**src/sv/csc_pkg.sv**
```systemverilog
// Shared types, constants and helpers for the camera serial command framer.
// No dependencies; every other file of the block imports this package.
package csc_pkg;

    // Command codes on the cmd field
    typedef enum logic [1:0] {
        CMD_SET_MODE     = 2'd0,
        CMD_SET_GAIN     = 2'd1,
        CMD_SET_EXPOSURE = 2'd2,
        CMD_RESET_LINK   = 2'd3
    } cmd_t;

    // Register addresses on the camera side
    localparam logic [7:0] ADDR_MODE    = 8'h16;
    localparam logic [7:0] ADDR_GAIN    = 8'h20;
    localparam logic [7:0] ADDR_RESET   = 8'h18;
    localparam logic [7:0] ADDR_EXPO_HI = 8'h06;
    localparam logic [7:0] ADDR_EXPO_LO = 8'h05;

    localparam logic [15:0] RESET_VALUE = 16'h0020;
    localparam logic [15:0] GAIN_MAX_VALUE = 16'h003E;

    // Frame bytes
    localparam logic [7:0] FRAME_OPEN  = 8'h7E;  // '~'
    localparam logic [7:0] FRAME_CLOSE = 8'h3E;  // '>'
    localparam logic [7:0] LEAD_1      = 8'h30;  // '0'
    localparam logic [7:0] LEAD_2      = 8'h45;  // 'E'
    localparam logic [7:0] LEAD_3      = 8'h36;  // '6'
    localparam logic [7:0] LEAD_4      = 8'h30;  // '0'
    localparam logic [7:0] LEAD_5      = 8'h31;  // '1'
    localparam logic [7:0] LEAD_6      = 8'h32;  // '2'
    localparam logic [7:0] CSUM_BASE   = 8'h72;  // 0x60 + 0x12

    localparam logic [7:0] HEX_DIGIT_BASE  = 8'h30;
    localparam logic [7:0] HEX_LETTER_BASE = 8'h37;

    // Exposure: t = floor(max(ms,34) * 4 / 129)
    localparam logic [23:0] EXPO_MIN_MS = 24'd34;
    localparam int          EXPO_X_W    = 26;
    localparam int          EXPO_Q_W    = 19;
    localparam logic [24:0] DIV129_RECIP = 25'd33294320;  // floor(2^32 / 129)
    localparam logic [8:0]  DIVISOR      = 9'd129;

    // One queued command: up to two frames
    typedef struct packed {
        logic        two_frames;
        logic [7:0]  addr;
        logic [15:0] value0;
        logic [15:0] value1;
    } entry_t;

    function automatic logic [7:0] hex_digit(input logic [3:0] nib);
        logic [7:0] n;
        n = {4'b0000, nib};
        hex_digit = (nib > 4'd9) ? (n + HEX_LETTER_BASE) : (n + HEX_DIGIT_BASE);
    endfunction

endpackage

```
**src/sv/csc_front.sv**
```systemverilog
// Front end: accepts commands, maps values, divides exposure by 129/4.
// Depends on csc_pkg.
module csc_front (
    input  logic            clk,
    input  logic            rst_n,
    input  logic            in_valid,
    output logic            in_stall,
    input  logic [1:0]      cmd,
    input  logic [23:0]     arg,
    output logic            push_valid,
    input  logic            push_ready,
    output csc_pkg::entry_t push_entry
);
    import csc_pkg::*;

    // stage 1: mapping and reciprocal multiply
    logic                s1_valid_reg;
    logic                s1_expo_reg;
    logic [7:0]          s1_addr_reg;
    logic [15:0]         s1_value_reg;
    logic [EXPO_X_W-1:0] s1_x_reg;
    logic [EXPO_Q_W-1:0] s1_q0_reg;

    // stage 2: corrected entry
    logic                s2_valid_reg;
    entry_t              s2_entry_reg;

    logic                s1_ready;
    logic                s2_ready;
    logic                in_fire;
    logic [23:0]         ms;
    logic [EXPO_X_W-1:0] x;
    logic [50:0]         prod;
    logic [7:0]          addr_c;
    logic [15:0]         value_c;
    logic [26:0]         q0_times_d;
    logic [26:0]         rem;
    logic [EXPO_Q_W-1:0] q;

    assign s2_ready = !s2_valid_reg || push_ready;
    assign s1_ready = !s1_valid_reg || s2_ready;
    assign in_stall = !s1_ready;
    assign in_fire  = in_valid && s1_ready;

    assign ms   = (arg < EXPO_MIN_MS) ? EXPO_MIN_MS : arg;
    assign x    = {ms, 2'b00};
    assign prod = 51'(x) * 51'(DIV129_RECIP);

    always_comb
    begin
        case (cmd_t'(cmd))
            CMD_SET_MODE:
            begin
                addr_c = ADDR_MODE;
                if (arg == 24'd1)
                    value_c = 16'h0002;
                else if (arg == 24'd2)
                    value_c = 16'h0000;
                else
                    value_c = 16'h0001;
            end
            CMD_SET_GAIN:
            begin
                addr_c = ADDR_GAIN;
                if (arg <= 24'd15)
                    value_c = {10'd0, arg[3:0], 2'b00};
                else if (arg == 24'd16)
                    value_c = GAIN_MAX_VALUE;
                else
                    value_c = 16'h0000;
            end
            CMD_SET_EXPOSURE:
            begin
                addr_c  = ADDR_EXPO_HI;
                value_c = 16'h0000;
            end
            default:
            begin
                addr_c  = ADDR_RESET;
                value_c = RESET_VALUE;
            end
        endcase
    end

    // quotient estimate is low by at most one
    assign q0_times_d = {s1_q0_reg, 7'd0} + 27'(s1_q0_reg);
    assign rem        = 27'(s1_x_reg) - q0_times_d;
    assign q          = (rem >= 27'(DIVISOR)) ? (s1_q0_reg + 1'b1) : s1_q0_reg;

    always_ff @(posedge clk or negedge rst_n)
    begin
        if (!rst_n)
        begin
            s1_valid_reg <= 1'b0;
            s2_valid_reg <= 1'b0;
        end
        else
        begin
            if (s1_ready)
                s1_valid_reg <= in_valid;
            if (s2_ready)
                s2_valid_reg <= s1_valid_reg;
        end
    end

    always_ff @(posedge clk)
    begin
        if (in_fire)
        begin
            s1_expo_reg  <= (cmd_t'(cmd) == CMD_SET_EXPOSURE);
            s1_addr_reg  <= addr_c;
            s1_value_reg <= value_c;
            s1_x_reg     <= x;
            s1_q0_reg    <= prod[50:32];
        end
        if (s2_ready && s1_valid_reg)
        begin
            s2_entry_reg.two_frames <= s1_expo_reg;
            s2_entry_reg.addr       <= s1_addr_reg;
            s2_entry_reg.value0     <= s1_expo_reg ? {13'd0, q[18:16]} : s1_value_reg;
            s2_entry_reg.value1     <= q[15:0];
        end
    end

    assign push_valid = s2_valid_reg;
    assign push_entry = s2_entry_reg;

endmodule

```
**src/sv/csc_queue.sv**
```systemverilog
// Short register queue of command entries between front and back end.
// Depends on csc_pkg.
module csc_queue #(
    parameter int DEPTH = 4
) (
    input  logic            clk,
    input  logic            rst_n,
    input  logic            push_valid,
    output logic            push_ready,
    input  csc_pkg::entry_t push_entry,
    output logic            pop_valid,
    input  logic            pop,
    output csc_pkg::entry_t pop_entry
);
    import csc_pkg::*;

    localparam int PTR_W = (DEPTH > 1) ? $clog2(DEPTH) : 1;
    localparam int CNT_W = $clog2(DEPTH + 1);

    entry_t            mem [0:DEPTH-1];
    logic [PTR_W-1:0]  wr_ptr_reg;
    logic [PTR_W-1:0]  rd_ptr_reg;
    logic [CNT_W-1:0]  count_reg;
    logic              do_push;
    logic              do_pop;

    assign push_ready = (count_reg != CNT_W'(DEPTH));
    assign pop_valid  = (count_reg != '0);
    assign do_push    = push_valid && push_ready;
    assign do_pop     = pop && pop_valid;
    assign pop_entry  = mem[rd_ptr_reg];

    always_ff @(posedge clk or negedge rst_n)
    begin
        if (!rst_n)
        begin
            wr_ptr_reg <= '0;
            rd_ptr_reg <= '0;
            count_reg  <= '0;
        end
        else
        begin
            if (do_push)
                wr_ptr_reg <= (wr_ptr_reg == PTR_W'(DEPTH - 1)) ? '0 : wr_ptr_reg + 1'b1;
            if (do_pop)
                rd_ptr_reg <= (rd_ptr_reg == PTR_W'(DEPTH - 1)) ? '0 : rd_ptr_reg + 1'b1;
            if (do_push && !do_pop)
                count_reg <= count_reg + 1'b1;
            else if (do_pop && !do_push)
                count_reg <= count_reg - 1'b1;
        end
    end

    always_ff @(posedge clk)
    begin
        if (do_push)
            mem[wr_ptr_reg] <= push_entry;
    end

endmodule

```
**src/sv/csc_back.sv**
```systemverilog
// Back end: serializes one queued command into 16-byte ASCII frames.
// Depends on csc_pkg.
module csc_back (
    input  logic            clk,
    input  logic            rst_n,
    input  logic            pop_valid,
    output logic            pop,
    input  csc_pkg::entry_t pop_entry,
    output logic            out_valid,
    input  logic            out_stall,
    output logic [7:0]      frame_byte,
    output logic            frame_end,
    output logic            command_end
);
    import csc_pkg::*;

    logic        busy_reg;
    entry_t      entry_reg;
    logic [3:0]  cnt_reg;
    logic        sel_reg;

    logic        out_valid_reg;
    logic [7:0]  byte_reg;
    logic        frame_end_reg;
    logic        command_end_reg;

    logic        load_out;
    logic        last_in_frame;
    logic        last_byte;
    logic        cmd_done;
    logic [7:0]  addr;
    logic [15:0] value;
    logic [7:0]  csum;
    logic [7:0]  byte_c;

    assign addr  = sel_reg ? ADDR_EXPO_LO : entry_reg.addr;
    assign value = sel_reg ? entry_reg.value1 : entry_reg.value0;
    assign csum  = CSUM_BASE + addr + value[15:8] + value[7:0];

    always_comb
    begin
        case (cnt_reg)
            4'd0:    byte_c = FRAME_OPEN;
            4'd1:    byte_c = LEAD_1;
            4'd2:    byte_c = LEAD_2;
            4'd3:    byte_c = LEAD_3;
            4'd4:    byte_c = LEAD_4;
            4'd5:    byte_c = LEAD_5;
            4'd6:    byte_c = LEAD_6;
            4'd7:    byte_c = hex_digit(addr[7:4]);
            4'd8:    byte_c = hex_digit(addr[3:0]);
            4'd9:    byte_c = hex_digit(value[15:12]);
            4'd10:   byte_c = hex_digit(value[11:8]);
            4'd11:   byte_c = hex_digit(value[7:4]);
            4'd12:   byte_c = hex_digit(value[3:0]);
            4'd13:   byte_c = hex_digit(csum[7:4]);
            4'd14:   byte_c = hex_digit(csum[3:0]);
            default: byte_c = FRAME_CLOSE;
        endcase
    end

    assign last_in_frame = (cnt_reg == 4'd15);
    assign last_byte     = last_in_frame && (sel_reg || !entry_reg.two_frames);
    assign load_out      = busy_reg && (!out_valid_reg || !out_stall);
    assign cmd_done      = load_out && last_byte;
    assign pop           = pop_valid && (!busy_reg || cmd_done);

    always_ff @(posedge clk or negedge rst_n)
    begin
        if (!rst_n)
        begin
            busy_reg      <= 1'b0;
            cnt_reg       <= '0;
            sel_reg       <= 1'b0;
            out_valid_reg <= 1'b0;
        end
        else
        begin
            if (pop)
            begin
                busy_reg <= 1'b1;
                cnt_reg  <= '0;
                sel_reg  <= 1'b0;
            end
            else
            begin
                if (cmd_done)
                    busy_reg <= 1'b0;
                if (load_out)
                begin
                    cnt_reg <= cnt_reg + 1'b1;
                    if (last_in_frame)
                        sel_reg <= 1'b1;
                end
            end
            if (load_out)
                out_valid_reg <= 1'b1;
            else if (!out_stall)
                out_valid_reg <= 1'b0;
        end
    end

    always_ff @(posedge clk)
    begin
        if (pop)
            entry_reg <= pop_entry;
        if (load_out)
        begin
            byte_reg        <= byte_c;
            frame_end_reg   <= last_in_frame;
            command_end_reg <= last_byte;
        end
    end

    assign out_valid   = out_valid_reg;
    assign frame_byte  = byte_reg;
    assign frame_end   = frame_end_reg;
    assign command_end = command_end_reg;

endmodule

```
**src/sv/camera_serial_command_framer.sv**
```systemverilog
// Camera serial command framer, top level.
// Instantiates csc_front, csc_queue and csc_back; depends on csc_pkg.
//
// Usage:
//   Input channel (in_valid / in_stall, cmd, arg): one camera command per
//   transfer. cmd 0 set mode, 1 set gain, 2 set exposure, 3 reset link.
//   Output channel (out_valid / out_stall, frame_byte, frame_end,
//   command_end): one ASCII frame byte per transfer. Each frame is 16 bytes,
//   '~' "0E6012" then hex addr, value hi, value lo, checksum, then '>'.
//   frame_end marks '>' of every frame; command_end marks the last byte of
//   a command. Set exposure gives two frames (32 transfers), the rest one
//   frame (16 transfers).
// Path: a command passes the two front stages, the queue, the back-end
//   entry register and the output register before its first byte appears.
// Throughput: one output byte per cycle while out_stall is low, set by
//   the byte serializer in the back end. The front end takes a command
//   every cycle until the QUEUE_DEPTH-entry queue fills.
// Stall: out_stall holds the output register; the back end freezes, the
//   queue fills, and then in_stall rises.
// Reset: rst_n asynchronous, active low; empties the pipeline and queue.
module camera_serial_command_framer #(
    parameter int QUEUE_DEPTH = 4
) (
    input  logic        clk,
    input  logic        rst_n,
    input  logic        in_valid,
    output logic        in_stall,
    input  logic [1:0]  cmd,
    input  logic [23:0] arg,
    output logic        out_valid,
    input  logic        out_stall,
    output logic [7:0]  frame_byte,
    output logic        frame_end,
    output logic        command_end
);
    import csc_pkg::*;

    // front -> queue
    logic   push_valid;
    logic   push_ready;
    entry_t push_entry;

    // queue -> back
    logic   pop_valid;
    logic   pop;
    entry_t pop_entry;

    // Front: value mapping and exact exposure divide
    csc_front u_front (
        .clk        (clk),
        .rst_n      (rst_n),
        .in_valid   (in_valid),
        .in_stall   (in_stall),
        .cmd        (cmd),
        .arg        (arg),
        .push_valid (push_valid),
        .push_ready (push_ready),
        .push_entry (push_entry)
    );

    // Decoupling queue of command entries
    csc_queue #(
        .DEPTH (QUEUE_DEPTH)
    ) u_queue (
        .clk        (clk),
        .rst_n      (rst_n),
        .push_valid (push_valid),
        .push_ready (push_ready),
        .push_entry (push_entry),
        .pop_valid  (pop_valid),
        .pop        (pop),
        .pop_entry  (pop_entry)
    );

    // Back: byte serializer with output register
    csc_back u_back (
        .clk         (clk),
        .rst_n       (rst_n),
        .pop_valid   (pop_valid),
        .pop         (pop),
        .pop_entry   (pop_entry),
        .out_valid   (out_valid),
        .out_stall   (out_stall),
        .frame_byte  (frame_byte),
        .frame_end   (frame_end),
        .command_end (command_end)
    );

endmodule

```
**config.mk**
```make
export PLATFORM = sky130hd
export DESIGN_NAME = camera_serial_command_framer
export DESIGN_NICKNAME = d
export VERILOG_FILES = /design/src/sv/csc_pkg.sv /design/src/sv/csc_front.sv /design/src/sv/csc_queue.sv /design/src/sv/csc_back.sv /design/src/sv/camera_serial_command_framer.sv
export SDC_FILE = /design/constraint.sdc
export NUM_CORES = 1
export LEC_CHECK = 0
export ABC_CLOCK_PERIOD_IN_PS = 4530
export BUFFER_PORTS_ARGS = -buffer_cell sky130_fd_sc_hd__buf_2
export CORE_UTILIZATION = 50
export CTS_CLUSTER_DIAMETER = 100
export DETAILED_ROUTE_END_ITERATION = 7
export PLACE_DENSITY = 0.64
export SLEW_MARGIN = 40
export SYNTH_ARGS = -nofsm -noshare
export SYNTH_HDL_FRONTEND = slang
export SYNTH_SLANG_ARGS = --single-unit
```
**constraint.sdc**
```tcl
create_clock -name clk -period 4.53 [get_ports clk]
set_input_delay 0.6795 -clock clk [delete_from_list [all_inputs] [get_ports clk]]
set_output_delay 0.6795 -clock clk [all_outputs]
set_load 0.05 [all_outputs]
```
==> impl_metrics.toml, run 1 <==
[synth]
yosysSeqAreaShare = 0.344
yosys_warnings = 0
syn_inst = 1832
avgSynthCellArea_um2 = 11.4
syn-num-nets = 2326
ys_types = 76
synth_top_area_frac = 0.325
synthArstFlopShare = 0.0664
yosys.area.top_type = "edfxtp_1"
synth-seq-cells = 241
synthFlopType = "edfxtp_1"
synth-edff-count = 225
synthTopCellsByArea = "edfxtp_1, fa_1, ha_1"
synth_area_um2 = 20800

[critical_path]
arrival_ps = 7450
max_stage_delay_ps = 620
crit_path_top_delay_cell = "or4_4"
worst_setup_path_end_kind = "flip-flop"
worst-setup-path-type = "in -> reg"
path_max_fanout = 3
path_common_cell = "fa_1"
startpoint_type = "primary input"
worstPathRequired_ps = 4810

[routing]
first_pass_iters = 8
drc_errors = 0
wl_um = 50600
initialDrtViolationCount = 690
vias = 14100
drt-wirelength-per-cell_um = 19.1
ant_nets = 0
viasPerCell = 5.30

[worst_hold_path]
hp-class = "in -> async"

[timing]
max_freq_ghz = 0.139
drv_slew = 0
setup_viol = 19
rsz0062_at_grt = "yes"
fin_crit_sh = 1.58
skew_ps = 12.3
final.min_clock_period_ps = 7170
final_hold_viol_count = 0
worst-slew-pin-transition_ps = 615
layout_setup_ws_ps = -2640
relSlewSlack = 0.586

[global_routing]
gr-usage-met1 = 0.314
grt.met2_usage = 0.437
grt_max_degree = 35
grt_overflow = 0
grt_pass1_vias = 14700
grt_util_all_layers = 0.249
grt_pass1_wl_um = 79600
antenna_found_initial = 1
top_usage_layer = "met2"
gr-usage-met3 = 0.0230

[clock_tree]
clock_latency_ps = 530
cts_sinks = 241
clkTransAtPathRegs_ps = 60
htreeDepth = 1
cts_buffers = 24
cts_buffer_depth = 3
cts_tree = "built"
cts_root_buf = "clkbuf_16"
hold_buffers = 0

[cells_and_area]
syn_to_final_growth_pct = 19.5
fin_cells = 2658
largest_reg_flops = 108
diodes = 0
drive_above_1_share = 0.234
fin_nets = 2603

[die]
initial_core_util = 0.508
die_x_um = 206
rows = 74
core_area_um2 = 40900
dieArea_um2 = 42400
ios = 42
die_h_um = 206

[place]
dp_cells = 2600
place.gp.congestion = 0.944
dp_hpwl_um = 42100
io_buffer_count = 40

[flow_run]
drv_cap = 0

[outcome]
status = "complete, but fails checks"
violations = "setup timing"
[cells in the mapped netlist, drive strengths merged, types with 8 or more instances]
master	count
nand3	26
edfxtp	225
xnor2	50
a31oi	17
a211oi	16
a21o	21
o21ai	60
fa	194
clkbuf	41
a21oi	61
nand2b	11
o21a	13
dfrtp	16
nor3	27
mux4	27
nor2b	20
mux2i	13
and3	13
inv	379
and2	16
nand2	76
nand4	11
mux2	8
nor4	15
or3	8
nor2	87
xor2	17
ha	270
[metal layers]
layer / routed length, um / part of all wire / up-vias
li1: - / - / 6770
met1: 21000 / 0.41 / 6907
met2: 25600 / 0.51 / 311
met3: 1840 / 0.036 / 103
met4: 2200 / 0.044 / 0
met5: 0 / 0 / -
[final timing paths]
check                                       start  slack (ps)                      to  cells past startpoint
min reg2reg                u_front.s1_addr_reg[2]         420  u_front.push_entry[34]                      0
max reg2reg                  u_front.s1_q0_reg[5]         240  u_front.push_entry[18]                     14
min                                         rst_n          60        u_back.out_valid                      1
max in group asynchronous                   rst_n        4160   u_queue.rd_ptr_reg[0]                      1
min in group clk                         in_valid         350    u_front.s1_valid_reg                      2
max                                       arg[23]       -2640   u_front.s1_q0_reg[14]                     30
[cell type report]
cell class | instances | area [um^2]
clock inverters | 13 | 153
inverters | 379 | 1430
multi-input cells | 1164 | 12600
clock buffers | 30 | 623
repair buffers | 299 | 2210
flip-flops and latches | 241 | 7160
fillers | 3403 | 16100
well taps | 532 | 666
[logic make-up (layout without fill, tap and decap cells)]
group                    Yosys count  after routing  share of synthesized area
AND/OR/NAND/NOR                  335            335                     0.0800
AO/OA/AOI/OAI                    249            249                     0.0810
flip-flops                       241            241                      0.344
adder cells (fa/ha/maj)          464            464                      0.349
buffers and inverters            427            721                     0.0779
XOR/XNOR                          67             67                     0.0282
other                              1              1                   0.000180
multiplexers                      48             48                     0.0398
[what timing repair did]
action / 4_1_cts / 5_1_grt
buffers inserted: 7 / 14
cloned: 0 / 0
endpoints found under the setup margin: 19 / 42
pin swaps: 52 / 50
resized for setup: 63 / 48
[per-stage QoR]
stage                util  TNS [ps]  cell area (um^2)  hold slack (ps)  worst slack, ps
floorplan               -    -48930             20900              384            -2980
global placement    0.573    -60370             23500              402            -3410
detailed placement  0.573    -62040             23500              406            -3510
CTS                 0.602    -45630             24600             45.4            -2610
global route        0.608    -50070             24900             62.5            -2850
finish              0.608    -46500             24900             62.4            -2640
[critical path: cells and delay by family]
kind / cells / cell delay (ps)
AOI/OAI and AO/OA: 4 / 550
xor gates and xnor gates: 1 / 110
adders and majority gates: 8 / 3740
buffers and inverters: 9 / 680
and+or+nand+nor: 8 / 1700
[placed cells by master, fill, tap and decap left out, drive strengths merged, types with 5 or more instances in the layout]
cell / netlist / routed
a211oi: 16 / 16
a21boi: 6 / 6
a21o: 21 / 21
a21oi: 61 / 61
a31oi: 17 / 17
and2: 16 / 16
and3: 13 / 13
buf: 7 / 299
clkbuf: 41 / 30
clkinv: 0 / 5
clkinvlp: 0 / 5
dfrtp: 16 / 16
edfxtp: 225 / 225
fa: 194 / 194
ha: 270 / 270
inv: 379 / 380
mux2: 8 / 8
mux2i: 13 / 13
mux4: 27 / 27
nand2: 76 / 76
nand2b: 11 / 11
nand3: 26 / 26
nand4: 11 / 11
nor2: 87 / 87
nor2b: 20 / 20
nor3: 27 / 27
nor4: 15 / 15
o211ai: 5 / 5
o21a: 13 / 13
o21ai: 60 / 60
o21bai: 5 / 5
or2: 7 / 7
or3: 8 / 8
or4: 6 / 6
xnor2: 50 / 50
xor2: 17 / 17
Power of run 1 is not shown: default switching activity piles up to over one toggle a cycle in this logic, so the estimate is an artifact.
==> inputs of run 2 (changes only) <==
--- a/config.mk
+++ b/config.mk
@@ -14,4 +14,5 @@
 export SLEW_MARGIN = 40
 export SYNTH_ARGS = -nofsm -noshare
 export SYNTH_HDL_FRONTEND = slang
+export SYNTH_HIERARCHICAL = 1
 export SYNTH_SLANG_ARGS = --single-unit
==> run 2 against run 1 <==
Utilization fell by 1.1 points. Routed wire length rose by 15%. The run still ends with setup timing left. Synthesized area rose by 16%. Count of clock-buffer cells in the layout rose by 7. Synthesized cell count rose by 9.8%. Highest routed layer is now met5. Non-clock buffer count rose by 26. Critical path type unchanged. Register-to-register slack got worse by 20 ps. Via count rose by 13%. Clock skew rose by 27 ps. Setup slack improved by 2.3 ps. Final cell count rose by 11%. Fmax barely moved.
==> impl_metrics.toml, run 2 <==
[routing]
ant_nets = 0
wl_um = 58300
drc_errors = 0
vias = 15900
initialDrtViolationCount = 1015
drt-wirelength-per-cell_um = 19.8
viasPerCell = 5.40
first_pass_iters = 5

[synth]
yosysSeqAreaShare = 0.385
netlist_top_cells_count = "inv_1, edfxtp_1, ha_1, fa_1, nor2_1"
yosys.area.top_type = "edfxtp_1"
synth-seq-cells = 311
synth_top_area_frac = 0.368
synth_area_um2 = 24100
ys_types = 90
yosys_warnings = 6
synthFlopType = "edfxtp_1"
synthArstFlopShare = 0.0514
synth-edff-count = 295
syn_inst = 2011
synth.most_common_cell = "inv_1"
synthTopCellsByArea = "edfxtp_1, fa_1, ha_1"
avgSynthCellArea_um2 = 12.0

[timing]
hold_slack_ps = 29.8
setup_viol = 19
worst-slew-pin-transition_ps = 820
skew_ps = 39.1
relSlewSlack = 0.453
layout_setup_ws_ps = -2640
rsz0062_at_grt = "yes"
fin_crit_sh = 1.58
drv_slew = 0
final_hold_viol_count = 0
max_freq_ghz = 0.140
final.min_clock_period_ps = 7170

[critical_path]
r2r_cells = 13
reg2reg_from = "u_back/sel_reg"
path_common_cell = "fa_2"
regToRegSetupSlack_ps = 220
startpoint_type = "primary input"
max_stage_delay_ps = 590
arrival_ps = 7500
crit_family = "adder cells"
worstPathRequired_ps = 4860
path_max_fanout = 4
worst_setup_path_end_kind = "flip-flop"
r2r-end = "u_back/frame_byte[0]"
worst-setup-path-type = "in -> reg"
crit_path_top_delay_cell = "fa_2"
path_buf_inv = 5

[flow_run]
drv_cap = 0

[cells_and_area]
ff_latch_area_um2 = 9260
final_util = 0.597
drive_above_1_share = 0.233
fillers = 3901
multi_input_area_um2 = 13600
diodes = 0
layout_commonest_cell = "inv_1"
most-common-layout-cells = "inv_1, edfxtp_1, buf_4"
largest_reg_flops = 164
fin_nets = 2798
fin_cells = 2944
syn_to_final_growth_pct = 18.2

[place]
dp_cells = 2864
dpl_worst_slack_ps = -3670
dp_hpwl_um = 47500
io_buffer_count = 40
place.gp.congestion = 0.968

[clock_tree]
cts_buffer_depth = 3
clkTransAtPathRegs_ps = 60
cts_buffers = 30
clock_latency_ps = 590
cts_tree = "built"
cts_sinks = 311
cts_root_buf = "clkbuf_16"
htreeDepth = 1

[die]
die_h_um = 221
rows = 80
dieArea_um2 = 49000
initial_core_util = 0.505
die_x_um = 221
core_area_um2 = 47600
ios = 42

[global_routing]
grt_pass1_vias = 16900
grt_overflow = 0
grt_pass1_wl_um = 91700
antenna_found_initial = 3
grt_max_degree = 47
grt_util_all_layers = 0.243

[worst_hold_path]
hp-class = "in -> async"

[outcome]
violations = "setup timing"
status = "complete, but fails checks"
## run 2: cell types whose count changed in the layout (fill, tap and decap cells not counted), sizes merged, moves of 7 or more
cell / change
buf: +26
o21a: -7
mux4: +14
o21ai: -11
a21oi: +20
nand2b: +8
mux2: +9
a21o: +15
conb: +13
edfxtp: +70
clkbuf: +7
clkinv: +8
inv: -11
nand4: +15
## run 2: logic make-up (layout without fill, tap and decap cells)
group / Yosys count / count (layout) / share of synthesized area
flip-flops: 311 / 311 / 0.385
AND/OR/NAND/NOR: 369 / 369 / 0.0798
other: 2 / 14 / 0.000312
adder cells (fa/ha/maj): 463 / 463 / 0.302
XOR/XNOR: 69 / 69 / 0.0254
multiplexers: 76 / 76 / 0.0550
AO/OA/AOI/OAI: 278 / 278 / 0.0771
buffers and inverters: 443 / 749 / 0.0758
## run 2: worst max-delay path by stage
| stage | from | endpoint | depth (start not counted) |
|---|---|---|---|
| 2_1_floorplan | arg[2] | u_front/s1_q0_reg[18] | 28 |
| 3_3_place_gp | arg[22] | u_front/s1_q0_reg[18] | 28 |
| 3_5_place_dp | arg[22] | u_front/s1_q0_reg[17] | 29 |
| 4_1_cts | arg[22] | u_front/s1_q0_reg[18] | 27 |
| 5_1_grt | arg[3] | u_front/s1_q0_reg[18] | 29 |
| 6_report | arg[21] | u_front/s1_q0_reg[17] | 27 |
## run 2: worst register-to-register path, delay by kind of cell (launching register included)
kind	cells	cell delay (ps)
AO/OA/AOI/OAI	3	610
adder cells (fa/ha/maj)	3	1190
buffers and inverters	3	430
AND/OR/NAND/NOR	3	1090
flip-flops	1	370
multiplexers	1	360
## run 2: cell type report
class	instances	share of cell area
Clock buffer	37	0.0273
Multi-Input combinational cell	1269	0.478
Timing Repair Buffer	325	0.0860
Tap cell	615	0.0271
Clock inverter	19	0.00691
Sequential cell	311	0.326
Inverter	368	0.0486
## run 2: metal layers
layer / GRT usage / vias up / share of wire
li1: - / 7558 / -
met1: 0.301 / 7834 / 0.41
met2: 0.428 / 382 / 0.50
met3: 0.0266 / 129 / 0.038
met4: 0.111 / 4 / 0.043
met5: 0 / - / 0.00039
## run 2: through the flow
stage / cell area, um^2 / TNS [ps]
after floorplan: 24300 / -47210
after global placement: 26700 / -59660
after detailed placement: 26700 / -62200
after CTS: 28100 / -42650
after global routing: 28400 / -48610
final: 28400 / -44590
## run 2: timing repair
item / 4_1_cts / 5_1_grt
hold buffers: 0 / 0
setup endpoints to repair: 20 / 36
setup buffers: 18 / 17
pin swaps: 52 / 34
gates resized for setup: 79 / 41
Power of run 2 is left out for the same reason.
